<file path="src/design/adm_pkg.sv">
// ----------------------------------------------------------------------------
// Antialiased disk mask - package
// Widths, pipeline geometry, register map and square root step.
// ----------------------------------------------------------------------------
package adm_pkg;

    localparam int COORD_BITS    = 12;
    localparam int CFG_W         = 16;
    localparam int PIX_W         = COORD_BITS + 4;
    localparam int DW            = (PIX_W > CFG_W) ? PIX_W : CFG_W;
    localparam int SQ_W          = 2 * DW + 1;
    localparam int RAD_W         = SQ_W + 8;
    localparam int ROOT_STEPS    = 2;
    localparam int SQRT_STAGES   = (RAD_W + 2 * ROOT_STEPS - 1) / (2 * ROOT_STEPS);
    localparam int ROOT_W        = SQRT_STAGES * ROOT_STEPS;
    localparam int RADP_W        = 2 * ROOT_W;
    localparam int REM_W         = ROOT_W + 2;
    localparam int RB_W          = CFG_W + 5;
    localparam int A_W           = ((RB_W > ROOT_W) ? RB_W : ROOT_W) + 1;
    localparam int PIPE_DEPTH    = SQRT_STAGES + 6;
    localparam int CNT_W         = $clog2(PIPE_DEPTH + 1);
    localparam int ADDR_W        = 4;
    localparam int DATA_W        = 32;

    // Fixed stage positions in the pipeline
    localparam int ST_IN    = 0;
    localparam int ST_DIFF  = 1;
    localparam int ST_SQ    = 2;
    localparam int ST_RAD   = 3;
    localparam int ST_SQRT0 = 4;
    localparam int ST_ALPHA = ST_SQRT0 + SQRT_STAGES;
    localparam int ST_OUT   = ST_ALPHA + 1;

    typedef enum logic [1:0] {
        REG_MASK_ENABLE = 2'd0,
        REG_CENTER_X    = 2'd1,
        REG_CENTER_Y    = 2'd2,
        REG_DISK_RADIUS = 2'd3
    } reg_idx_t;

    typedef enum logic [1:0] {
        MODE_PASS,
        MODE_ZERO,
        MODE_SCALE
    } scale_mode_t;

    typedef struct packed {
        logic [3:0][7:0] bytes;
        logic            bypass;
    } pix_t;

    typedef struct packed {
        logic [REM_W-1:0]  rem;
        logic [ROOT_W-1:0] root;
    } sqrt_st_t;

    // One restoring square root digit: bring down two radicand bits.
    function automatic sqrt_st_t sqrt_step(input sqrt_st_t cur, input logic [1:0] pair);
        logic [REM_W:0] rem_sh;
        logic [REM_W:0] trial;
        sqrt_st_t       nxt;
        rem_sh = {cur.rem[REM_W-2:0], pair};
        trial  = {1'b0, cur.root, 2'b01};
        if (rem_sh >= trial)
        begin
            nxt.rem  = REM_W'(rem_sh - trial);
            nxt.root = {cur.root[ROOT_W-2:0], 1'b1};
        end
        else
        begin
            nxt.rem  = rem_sh[REM_W-1:0];
            nxt.root = {cur.root[ROOT_W-2:0], 1'b0};
        end
        return nxt;
    endfunction

endpackage

</file>
<file path="src/design/antialiased_disk_mask_top.sv">
// ----------------------------------------------------------------------------
// Antialiased disk mask
// Crops a premultiplied pixel stream to a soft-edged disk.
// ----------------------------------------------------------------------------
// Each item is one 4-byte pixel with its column and row. The block measures
// the distance from the pixel centre to the configured disk centre, forms a
// coverage alpha of radius minus distance plus one half (Q.8, clamped 0..256)
// and then clears, passes or scales the four bytes with rounding half up.
// With the mask disabled, or a zero radius, pixels pass unchanged. The block
// takes one item per clock, unless a stall from the result side has backed
// it up, through PIPE_DEPTH register stages (17 at 12-bit coordinates):
// input capture, difference, square, sum, then the square root pipeline (11
// stages, two root bits per stage, which sets the latency), alpha and the
// output multiply. Stall from the result side holds only the stages that are
// full, so bubbles collapse and the pixel side keeps flowing while empty
// stages remain. Configuration is read straight from the registers, so write
// it only while no item is in flight.
module antialiased_disk_mask_top
    import adm_pkg::*;
(
    input  logic                  clk,
    input  logic                  rst_n,
    // pixel side
    input  logic                  pixel_valid,
    output logic                  pixel_stall,
    input  logic [COORD_BITS-1:0] column,
    input  logic [COORD_BITS-1:0] row,
    input  logic [7:0]            byte0_in,
    input  logic [7:0]            byte1_in,
    input  logic [7:0]            byte2_in,
    input  logic [7:0]            byte3_in,
    // result side
    output logic                  result_valid,
    input  logic                  result_stall,
    output logic [7:0]            byte0_out,
    output logic [7:0]            byte1_out,
    output logic [7:0]            byte2_out,
    output logic [7:0]            byte3_out,
    // configuration
    input  logic                  psel,
    input  logic                  penable,
    input  logic                  pwrite,
    input  logic [ADDR_W-1:0]     paddr,
    input  logic [DATA_W-1:0]     pwdata,
    output logic [DATA_W-1:0]     prdata,
    output logic                  pready
);

    // ------------------------------------------------------------------
    // Configuration registers
    // ------------------------------------------------------------------
    logic             mask_enable_reg;
    logic [CFG_W-1:0] center_x_reg;
    logic [CFG_W-1:0] center_y_reg;
    logic [CFG_W-1:0] disk_radius_reg;
    reg_idx_t         reg_idx;
    logic             cfg_write;

    assign pready    = 1'b1;
    assign reg_idx   = reg_idx_t'(paddr[3:2]);
    assign cfg_write = psel && penable && pwrite && pready;

    always_ff @(posedge clk or negedge rst_n)
    begin
        if (!rst_n)
        begin
            mask_enable_reg <= 1'b0;
            center_x_reg    <= '0;
            center_y_reg    <= '0;
            disk_radius_reg <= '0;
        end
        else if (cfg_write)
        begin
            unique case (reg_idx)
                REG_MASK_ENABLE: mask_enable_reg <= pwdata[0];
                REG_CENTER_X:    center_x_reg    <= pwdata[CFG_W-1:0];
                REG_CENTER_Y:    center_y_reg    <= pwdata[CFG_W-1:0];
                REG_DISK_RADIUS: disk_radius_reg <= pwdata[CFG_W-1:0];
                default:         ;
            endcase
        end
    end

    always_comb
    begin
        unique case (reg_idx)
            REG_MASK_ENABLE: prdata = DATA_W'(mask_enable_reg);
            REG_CENTER_X:    prdata = DATA_W'(center_x_reg);
            REG_CENTER_Y:    prdata = DATA_W'(center_y_reg);
            REG_DISK_RADIUS: prdata = DATA_W'(disk_radius_reg);
            default:         prdata = '0;
        endcase
    end

    // ------------------------------------------------------------------
    // Flow control: a stage loads when it is empty or its successor loads.
    // ------------------------------------------------------------------
    logic valid_reg [PIPE_DEPTH];
    logic adv       [PIPE_DEPTH];
    pix_t pix_reg   [PIPE_DEPTH];

    always_comb
    begin
        adv[PIPE_DEPTH-1] = !valid_reg[PIPE_DEPTH-1] || !result_stall;
        for (int k = PIPE_DEPTH - 2; k >= 0; k--)
        begin
            adv[k] = !valid_reg[k] || adv[k+1];
        end
    end

    assign pixel_stall  = !adv[ST_IN];
    assign result_valid = valid_reg[ST_OUT];

    always_ff @(posedge clk or negedge rst_n)
    begin
        if (!rst_n)
        begin
            for (int k = 0; k < PIPE_DEPTH; k++)
            begin
                valid_reg[k] <= 1'b0;
            end
        end
        else
        begin
            if (adv[ST_IN])
            begin
                valid_reg[ST_IN] <= pixel_valid;
            end
            for (int k = 1; k < PIPE_DEPTH; k++)
            begin
                if (adv[k])
                begin
                    valid_reg[k] <= valid_reg[k-1];
                end
            end
        end
    end

    // ------------------------------------------------------------------
    // Input capture
    // ------------------------------------------------------------------
    logic [COORD_BITS-1:0] col_reg;
    logic [COORD_BITS-1:0] row_reg;

    always_ff @(posedge clk)
    begin
        if (adv[ST_IN])
        begin
            col_reg <= column;
            row_reg <= row;
        end
    end

    // ------------------------------------------------------------------
    // Absolute offsets from the disk centre, Q.4
    // ------------------------------------------------------------------
    logic [DW-1:0] px;
    logic [DW-1:0] py;
    logic [DW-1:0] cx;
    logic [DW-1:0] cy;
    logic [DW-1:0] dx_next;
    logic [DW-1:0] dy_next;
    logic [DW-1:0] dx_reg;
    logic [DW-1:0] dy_reg;

    always_comb
    begin
        // pixel centre is coordinate plus one half
        px      = DW'({col_reg, 4'd8});
        py      = DW'({row_reg, 4'd8});
        cx      = DW'(center_x_reg);
        cy      = DW'(center_y_reg);
        dx_next = (px >= cx) ? (px - cx) : (cx - px);
        dy_next = (py >= cy) ? (py - cy) : (cy - py);
    end

    always_ff @(posedge clk)
    begin
        if (adv[ST_DIFF])
        begin
            dx_reg <= dx_next;
            dy_reg <= dy_next;
        end
    end

    // ------------------------------------------------------------------
    // Squares, then their sum as the root radicand (Q.8 shifted by 8)
    // ------------------------------------------------------------------
    logic [2*DW-1:0] sqx_reg;
    logic [2*DW-1:0] sqy_reg;
    logic [SQ_W-1:0] d2_next;

    always_ff @(posedge clk)
    begin
        if (adv[ST_SQ])
        begin
            sqx_reg <= dx_reg * dx_reg;
            sqy_reg <= dy_reg * dy_reg;
        end
    end

    assign d2_next = SQ_W'(sqx_reg) + SQ_W'(sqy_reg);

    logic [RADP_W-1:0] rad_reg [SQRT_STAGES];
    sqrt_st_t          sq_reg  [SQRT_STAGES+1];

    always_ff @(posedge clk)
    begin
        if (adv[ST_RAD])
        begin
            rad_reg[0]     <= RADP_W'({d2_next, 8'd0});
            sq_reg[0].rem  <= '0;
            sq_reg[0].root <= '0;
        end
    end

    // ------------------------------------------------------------------
    // Square root pipeline, ROOT_STEPS digits per stage
    // ------------------------------------------------------------------
    for (genvar s = 0; s < SQRT_STAGES; s++)
    begin : g_sqrt
        sqrt_st_t          st_next;
        logic [RADP_W-1:0] rad_next;

        always_comb
        begin
            st_next  = sq_reg[s];
            rad_next = rad_reg[s];
            for (int j = 0; j < ROOT_STEPS; j++)
            begin
                st_next  = sqrt_step(st_next, rad_next[RADP_W-1 -: 2]);
                rad_next = rad_next << 2;
            end
        end

        always_ff @(posedge clk)
        begin
            if (adv[ST_SQRT0+s])
            begin
                sq_reg[s+1] <= st_next;
            end
        end

        if (s < SQRT_STAGES - 1)
        begin : g_rad
            always_ff @(posedge clk)
            begin
                if (adv[ST_SQRT0+s])
                begin
                    rad_reg[s+1] <= rad_next;
                end
            end
        end
    end

    // ------------------------------------------------------------------
    // Coverage alpha = radius*16 + 128 - distance, clamped
    // ------------------------------------------------------------------
    logic [RB_W-1:0]      rb;
    logic signed [A_W-1:0] a_val;
    scale_mode_t          mode_next;
    scale_mode_t          mode_reg;
    logic [7:0]           alpha_reg;

    always_comb
    begin
        rb    = {disk_radius_reg, 4'd0} + RB_W'(128);
        a_val = signed'(A_W'(rb)) - signed'(A_W'(sq_reg[SQRT_STAGES].root));
        if (pix_reg[ST_ALPHA-1].bypass)
        begin
            mode_next = MODE_PASS;
        end
        else if (a_val <= 0)
        begin
            mode_next = MODE_ZERO;
        end
        else if (a_val >= A_W'(256))
        begin
            mode_next = MODE_PASS;
        end
        else
        begin
            mode_next = MODE_SCALE;
        end
    end

    always_ff @(posedge clk)
    begin
        if (adv[ST_ALPHA])
        begin
            mode_reg  <= mode_next;
            alpha_reg <= a_val[7:0];
        end
    end

    // ------------------------------------------------------------------
    // Output: clear, pass or scale each byte with rounding half up
    // ------------------------------------------------------------------
    logic [3:0][7:0] out_next;
    logic [15:0]     prod;

    always_comb
    begin
        out_next = pix_reg[ST_ALPHA].bytes;
        prod     = '0;
        unique case (mode_reg)
            MODE_PASS:  out_next = pix_reg[ST_ALPHA].bytes;
            MODE_ZERO:  out_next = '0;
            MODE_SCALE:
            begin
                for (int b = 0; b < 4; b++)
                begin
                    prod        = 16'(pix_reg[ST_ALPHA].bytes[b]) * 16'(alpha_reg)
                                  + 16'd128;
                    out_next[b] = prod[15:8];
                end
            end
            default:    out_next = pix_reg[ST_ALPHA].bytes;
        endcase
    end

    // ------------------------------------------------------------------
    // Pixel record: decide bypass once per item at capture, carry the
    // bytes along every stage, load the masked bytes at the output stage
    // ------------------------------------------------------------------
    always_ff @(posedge clk)
    begin
        if (adv[ST_IN])
        begin
            pix_reg[ST_IN].bytes  <= {byte3_in, byte2_in, byte1_in, byte0_in};
            pix_reg[ST_IN].bypass <= !mask_enable_reg || (disk_radius_reg == '0);
        end
        for (int k = 1; k < ST_OUT; k++)
        begin
            if (adv[k])
            begin
                pix_reg[k] <= pix_reg[k-1];
            end
        end
        if (adv[ST_OUT])
        begin
            pix_reg[ST_OUT].bytes  <= out_next;
            pix_reg[ST_OUT].bypass <= pix_reg[ST_ALPHA].bypass;
        end
    end

    assign byte0_out = pix_reg[ST_OUT].bytes[0];
    assign byte1_out = pix_reg[ST_OUT].bytes[1];
    assign byte2_out = pix_reg[ST_OUT].bytes[2];
    assign byte3_out = pix_reg[ST_OUT].bytes[3];

endmodule

</file>
<file path="config.mk">
export PLATFORM = sky130hd
export DESIGN_NAME = antialiased_disk_mask_top
export DESIGN_NICKNAME = d
export VERILOG_FILES = /design/src/design/adm_pkg.sv /design/src/design/antialiased_disk_mask_top.sv
export SDC_FILE = /design/constraint.sdc
export NUM_CORES = 2
export LEC_CHECK = 0
export ABC_AREA = 1
export BUFFER_PORTS_ARGS = -buffer_cell sky130_fd_sc_hd__buf_2
export CAP_MARGIN = 20
export CELL_PAD_IN_SITES_DETAIL_PLACEMENT = 1
export CELL_PAD_IN_SITES_GLOBAL_PLACEMENT = 2
export CORE_MARGIN = 3
export CORE_UTILIZATION = 41
export DETAILED_ROUTE_END_ITERATION = 10
export PLACE_DENSITY_LB_ADDON = 0.1
export SYNTH_ARGS = -nofsm -noshare
export SYNTH_HDL_FRONTEND = slang
export SYNTH_SLANG_ARGS = --single-unit
</file>
<file path="constraint.sdc">
create_clock -name clk -period 28.9 [get_ports clk]
set_clock_uncertainty 0.15 [all_clocks]
set_input_delay 5.78 -clock clk [delete_from_list [all_inputs] [get_ports clk]]
set_output_delay 5.78 -clock clk [all_outputs]
set_load 0.05 [all_outputs]
</file>
======== Word level (Yosys, flattened, before mapping) ========
Memories as Yosys holds them, arrays and structs flattened.
Cells that the tools add are included.
operators by class
  $add $sub $neg .......................... 33
  $lt $le $gt $ge ......................... 26
  equal/unequal tests ..................... 5
  reduce and logical (&&, ||, !) cells .... 47
  mux-type cells .......................... 62
  multiply operators ...................... 6
operators by type and width
  operator                                               number
  >= comparator 25 x 24 -> 1 bit                         22
  two-way mux 46 bit                                     11
  two-way mux 45 bit                                     11
  subtractor 24 bit                                      11
  subtractor 23 bit                                      11
  case mux 32 bit (4 select lines)                       1
  adder 16 x 8 -> 16 bit, second input constant          4
  multiplier 16 x 16 -> 32 bit                           2
  multiplier 8 x 8 -> 16 bit                             4
  case mux 32 bit (2 select lines)                       1
  subtractor 16 bit                                      4
  two-way mux 1 bit                                      35
  adder 32 x 32 -> 33 bit                                1
  >= comparator 16 bit                                   2
  two-way mux 16 bit                                     2
  >= comparator 23 x 10 -> 1 bit, second input constant  1
  <= comparator 23 x 1 -> 1 bit, second input constant   1
  subtractor 21 x 22 -> 23 bit                           1
  adder 20 x 8 -> 21 bit, second input constant          1
  zero test 1 bit                                        20
  logical OR 1 bit                                       18
  zero test 16 bit                                       1
  AND reduction 2 bit                                    4
  == test 2 bit, second input constant                   3
  5 further kinds                                        7
word-level totals
  memories ................................ 3
  bits in writable memories ............... 1,553
  flip-flop bits (word level) ............. 196
  output and inout port bits .............. 67
  bits of input ports ..................... 99
  word-level logic and storage cells ...... 212
memories
  name     depth  width  read ports  clocked after Yosys merged registers in  wr ports  line                              RTL
  pix_reg  17     33     17          0                                        17        antialiased_disk_mask_top.sv:100  pix_t pix_reg [PIPE_DEPTH];
  sq_reg   12     46     12          0                                        12        antialiased_disk_mask_top.sv:205  sqrt_st_t sq_reg [SQRT_STAGES+1];
  rad_reg  11     40     11          0                                        11        antialiased_disk_mask_top.sv:204  logic [RADP_W-1:0] rad_reg [SQRT_STAGES];

======== Logic depth before layout (Yosys ltp) ========
  word-level depth ........................ 20
  gate-level depth with buffers ........... 32
  mapped depth without buffers ............ 31

======== Worst setup path after synthesis ========
OpenSTA, ideal clock, no wires.
  path kind ............................... input port to output port
  from .................................... in result_stall
  to ...................................... out pixel_stall
  arrival ................................. 18,628 ps
  buffers on the path ..................... 0
  slack ................................... 4,342 ps
  stages on the path ...................... 14
  data required time ...................... 22,970 ps
  path through ............................ nand4_2 nor2_4 nand4_1 nor2_2 nand2_1 nor2_2 nand2_2 nor2_2 nand2_2 nor2_4 nand2_1 nor2_1 nand2_1 inv_1
RTL lines
  item         line                             RTL
  from (decl)  antialiased_disk_mask_top.sv:34  input logic result_stall,
  to (decl)    antialiased_disk_mask_top.sv:25  output logic pixel_stall,

==> metrics.yaml <==
start_util_pct: 41.4
timing.hold.ws_ps: 247
io_pins: 166
rsz0062_at_grt: "false"
tns_ps: 0
htreeDepth: 4
min_period_ps: 16600
grt-ovfl-total: 0
slew_headroom_pct: 28.0
nets: 11400
hpwl_mm: 206
clk_pin_slew_ps: 50
drt_pass1_iterations: 5
fin_ws_ps: 12300
die_w_um: 475
rows: 171
synth-edff-count: 1192
fmax_mhz: 60.2
cts_buffers: 144
ys_ff_latch: 1258
antenna_found_initial: 17
startpoint_type: "input port"
final_cell_mix: "nand2_1 (2,516), inv_1 (1,889), edfxtp_1 (1,192), ha_1 (708), nor2_1 (673)"
cts_resized: 0
synthArstFlopShare_pct: 5.25
cts_root_buf: "clkbuf_16"
netlist_area_um2: 90100
coreArea_um2: 218000
track_usage_pct: 23.0
cts.sinks: 1258
hold_violations: 0
drv_slew: 0
avgSynthCellArea_um2: 8.99
drc: 0
status: "completed"
gp_congestion: 0.870
grt_pass1_vias: 71400
final_common_cell: "nand2_1"
syn2layout_area_growth_pct: 9.47
fp.dieH_um: 475
fin_crit_sh_pct: 57.4
syn_inst: 10000
post_drt_wl_per_cell_um: 19.6
grt_pass1_wl_mm: 406
setup_viol: 0
cts_buffer_depth: 3
die_area_um2: 226000
vias_per_cell: 5.04
routed_wl_mm: 257
postRouteAntennaNets: 0
insertion_delay_ps: 800
worstSetupPathType: "in -> out"
synth_ff_type: "edfxtp_1"
postCtsSetupBuffers: 0
required_ps: 22970
drtIter0Drc: 3036
pre_cts_slack_ps: 11580
cp_max_fo: 58
drive_above_1_share_pct: 6.51
ys_seq_area_share_pct: 41.5
cp.arrival_ps: 10670
vias: 66200
cts_hold_buf: 0
yosysWarningCount: 0
tightest_slew_ps: 1080
grt_max_degree: 82
drv_cap: 0
crit_path_end_kind: "output pin"
ys_types: 67
numPortBuffers: 130
cts_tree: "built"
hp-class: "reg -> reg"
largest_reg_flops: 559
[stage by stage]
step | std cells | cell area, µm² | util, %
2_1_floorplan | 10000 | 90200 | -
3_3_place_gp | 12900 | 93800 | 43.1
3_5_place_dp | 12900 | 93800 | 43.1
4_1_cts | 13100 | 98600 | 45.3
5_1_grt | 13100 | 98700 | 45.3
6_report | 13100 | 98700 | 45.3
[cell families after synthesis]
logic type	after synthesis	share of synthesized area, %
simple gates	4057	18.9
mux	6	0.0708
buf+inv	2146	9.24
flops	1258	41.5
xor+xnor	343	3.33
compound gates	1034	6.57
other cells	2	0.00833
fa+ha+maj	1182	20.4
[final cells by class]
cell class	instances	area, µm²
diodes	1	2.50
clock buffers	173	3720
clock inverters	91	1130
fillers	25300	119000
inverters	1941	7300
multi-input cells	6640	44500
flip-flops and latches	1258	37400
well taps	2854	3570
repair buffers	171	1010
[cells in the mapped netlist (all sizes together) (2+ instances only)]
| cell type | number | area share (%) |
|---|---|---|
| fa | 474 | 11 |
| o21ai | 378 | 2.2 |
| o211ai | 12 | 0.10 |
| and3 | 4 | 0.028 |
| xnor2 | 123 | 1.2 |
| a31oi | 25 | 0.17 |
| a32o | 6 | 0.067 |
| edfxtp | 1192 | 40 |
| inv | 1936 | 8.1 |
| nor4 | 12 | 0.083 |
| o22ai | 8 | 0.056 |
| nor3 | 83 | 0.46 |
| xor2 | 220 | 2.1 |
| a221oi | 10 | 0.097 |
| mux2i | 3 | 0.033 |
| a21boi | 18 | 0.15 |
| ha | 708 | 9.8 |
| a31o | 6 | 0.058 |
| o31ai | 7 | 0.058 |
| a211oi | 10 | 0.083 |
| nand4 | 112 | 0.78 |
| a21oi | 436 | 2.5 |
| conb | 2 | 0.0083 |
| nand3 | 466 | 2.8 |
| nor2 | 726 | 3.3 |
| nand3b | 19 | 0.16 |
| and2 | 12 | 0.085 |
| o21a | 23 | 0.19 |
| nor3b | 4 | 0.033 |
| nand2 | 2586 | 11 |
| o21bai | 37 | 0.31 |
| clkinv | 5 | 0.021 |
| o221ai | 20 | 0.19 |
| buf | 60 | 0.54 |
| mux2 | 3 | 0.037 |
| dfrtp | 66 | 1.8 |
| or2 | 33 | 0.23 |
| o2111ai | 8 | 0.078 |
| a21o | 26 | 0.22 |
| clkbuf | 145 | 0.60 |
[worst paths after layout]
| kind | slack, ps | depth (start not counted) | end | from |
|---|---|---|---|---|
| max | 12300 | 17 | pixel_stall | result_stall |
| min | 250 | 0 | pix_reg[12][11] | pix_reg[11][11] |
| max reg2reg | 22040 | 20 | sqy_reg[27] | dy_reg[4] |
| min reg2reg | 250 | 0 | pix_reg[12][11] | pix_reg[11][11] |
| max in group asynchronous | 22700 | 2 | disk_radius_reg[13] | rst_n |
| min in group asynchronous | 4730 | 1 | valid_reg[10] | rst_n |
[critical path, cell delays in order]
cell and delay (ps):
buf_2 130, nand4_4 90, buf_4 390, nor2_4 320, nand4_1 180, nor2_2 230, nand2_4 90, nor2_2 190
nand2_4 350, nor2_2 340, nand2_4 290, nor2_4 220, nand2_4 400, nor2_1 440, nand2_4 610, inv_1 230
buf_2 290
[per-layer routing]
layer,wire (µm),track usage (%)
met5,27,0
met2,127000,40.3
met1,118000,30.7
met3,6700,2.41
met4,5290,5.09
Power is not shown: default switching activity piles up to over one toggle a cycle in this logic, so the estimate is an artifact.
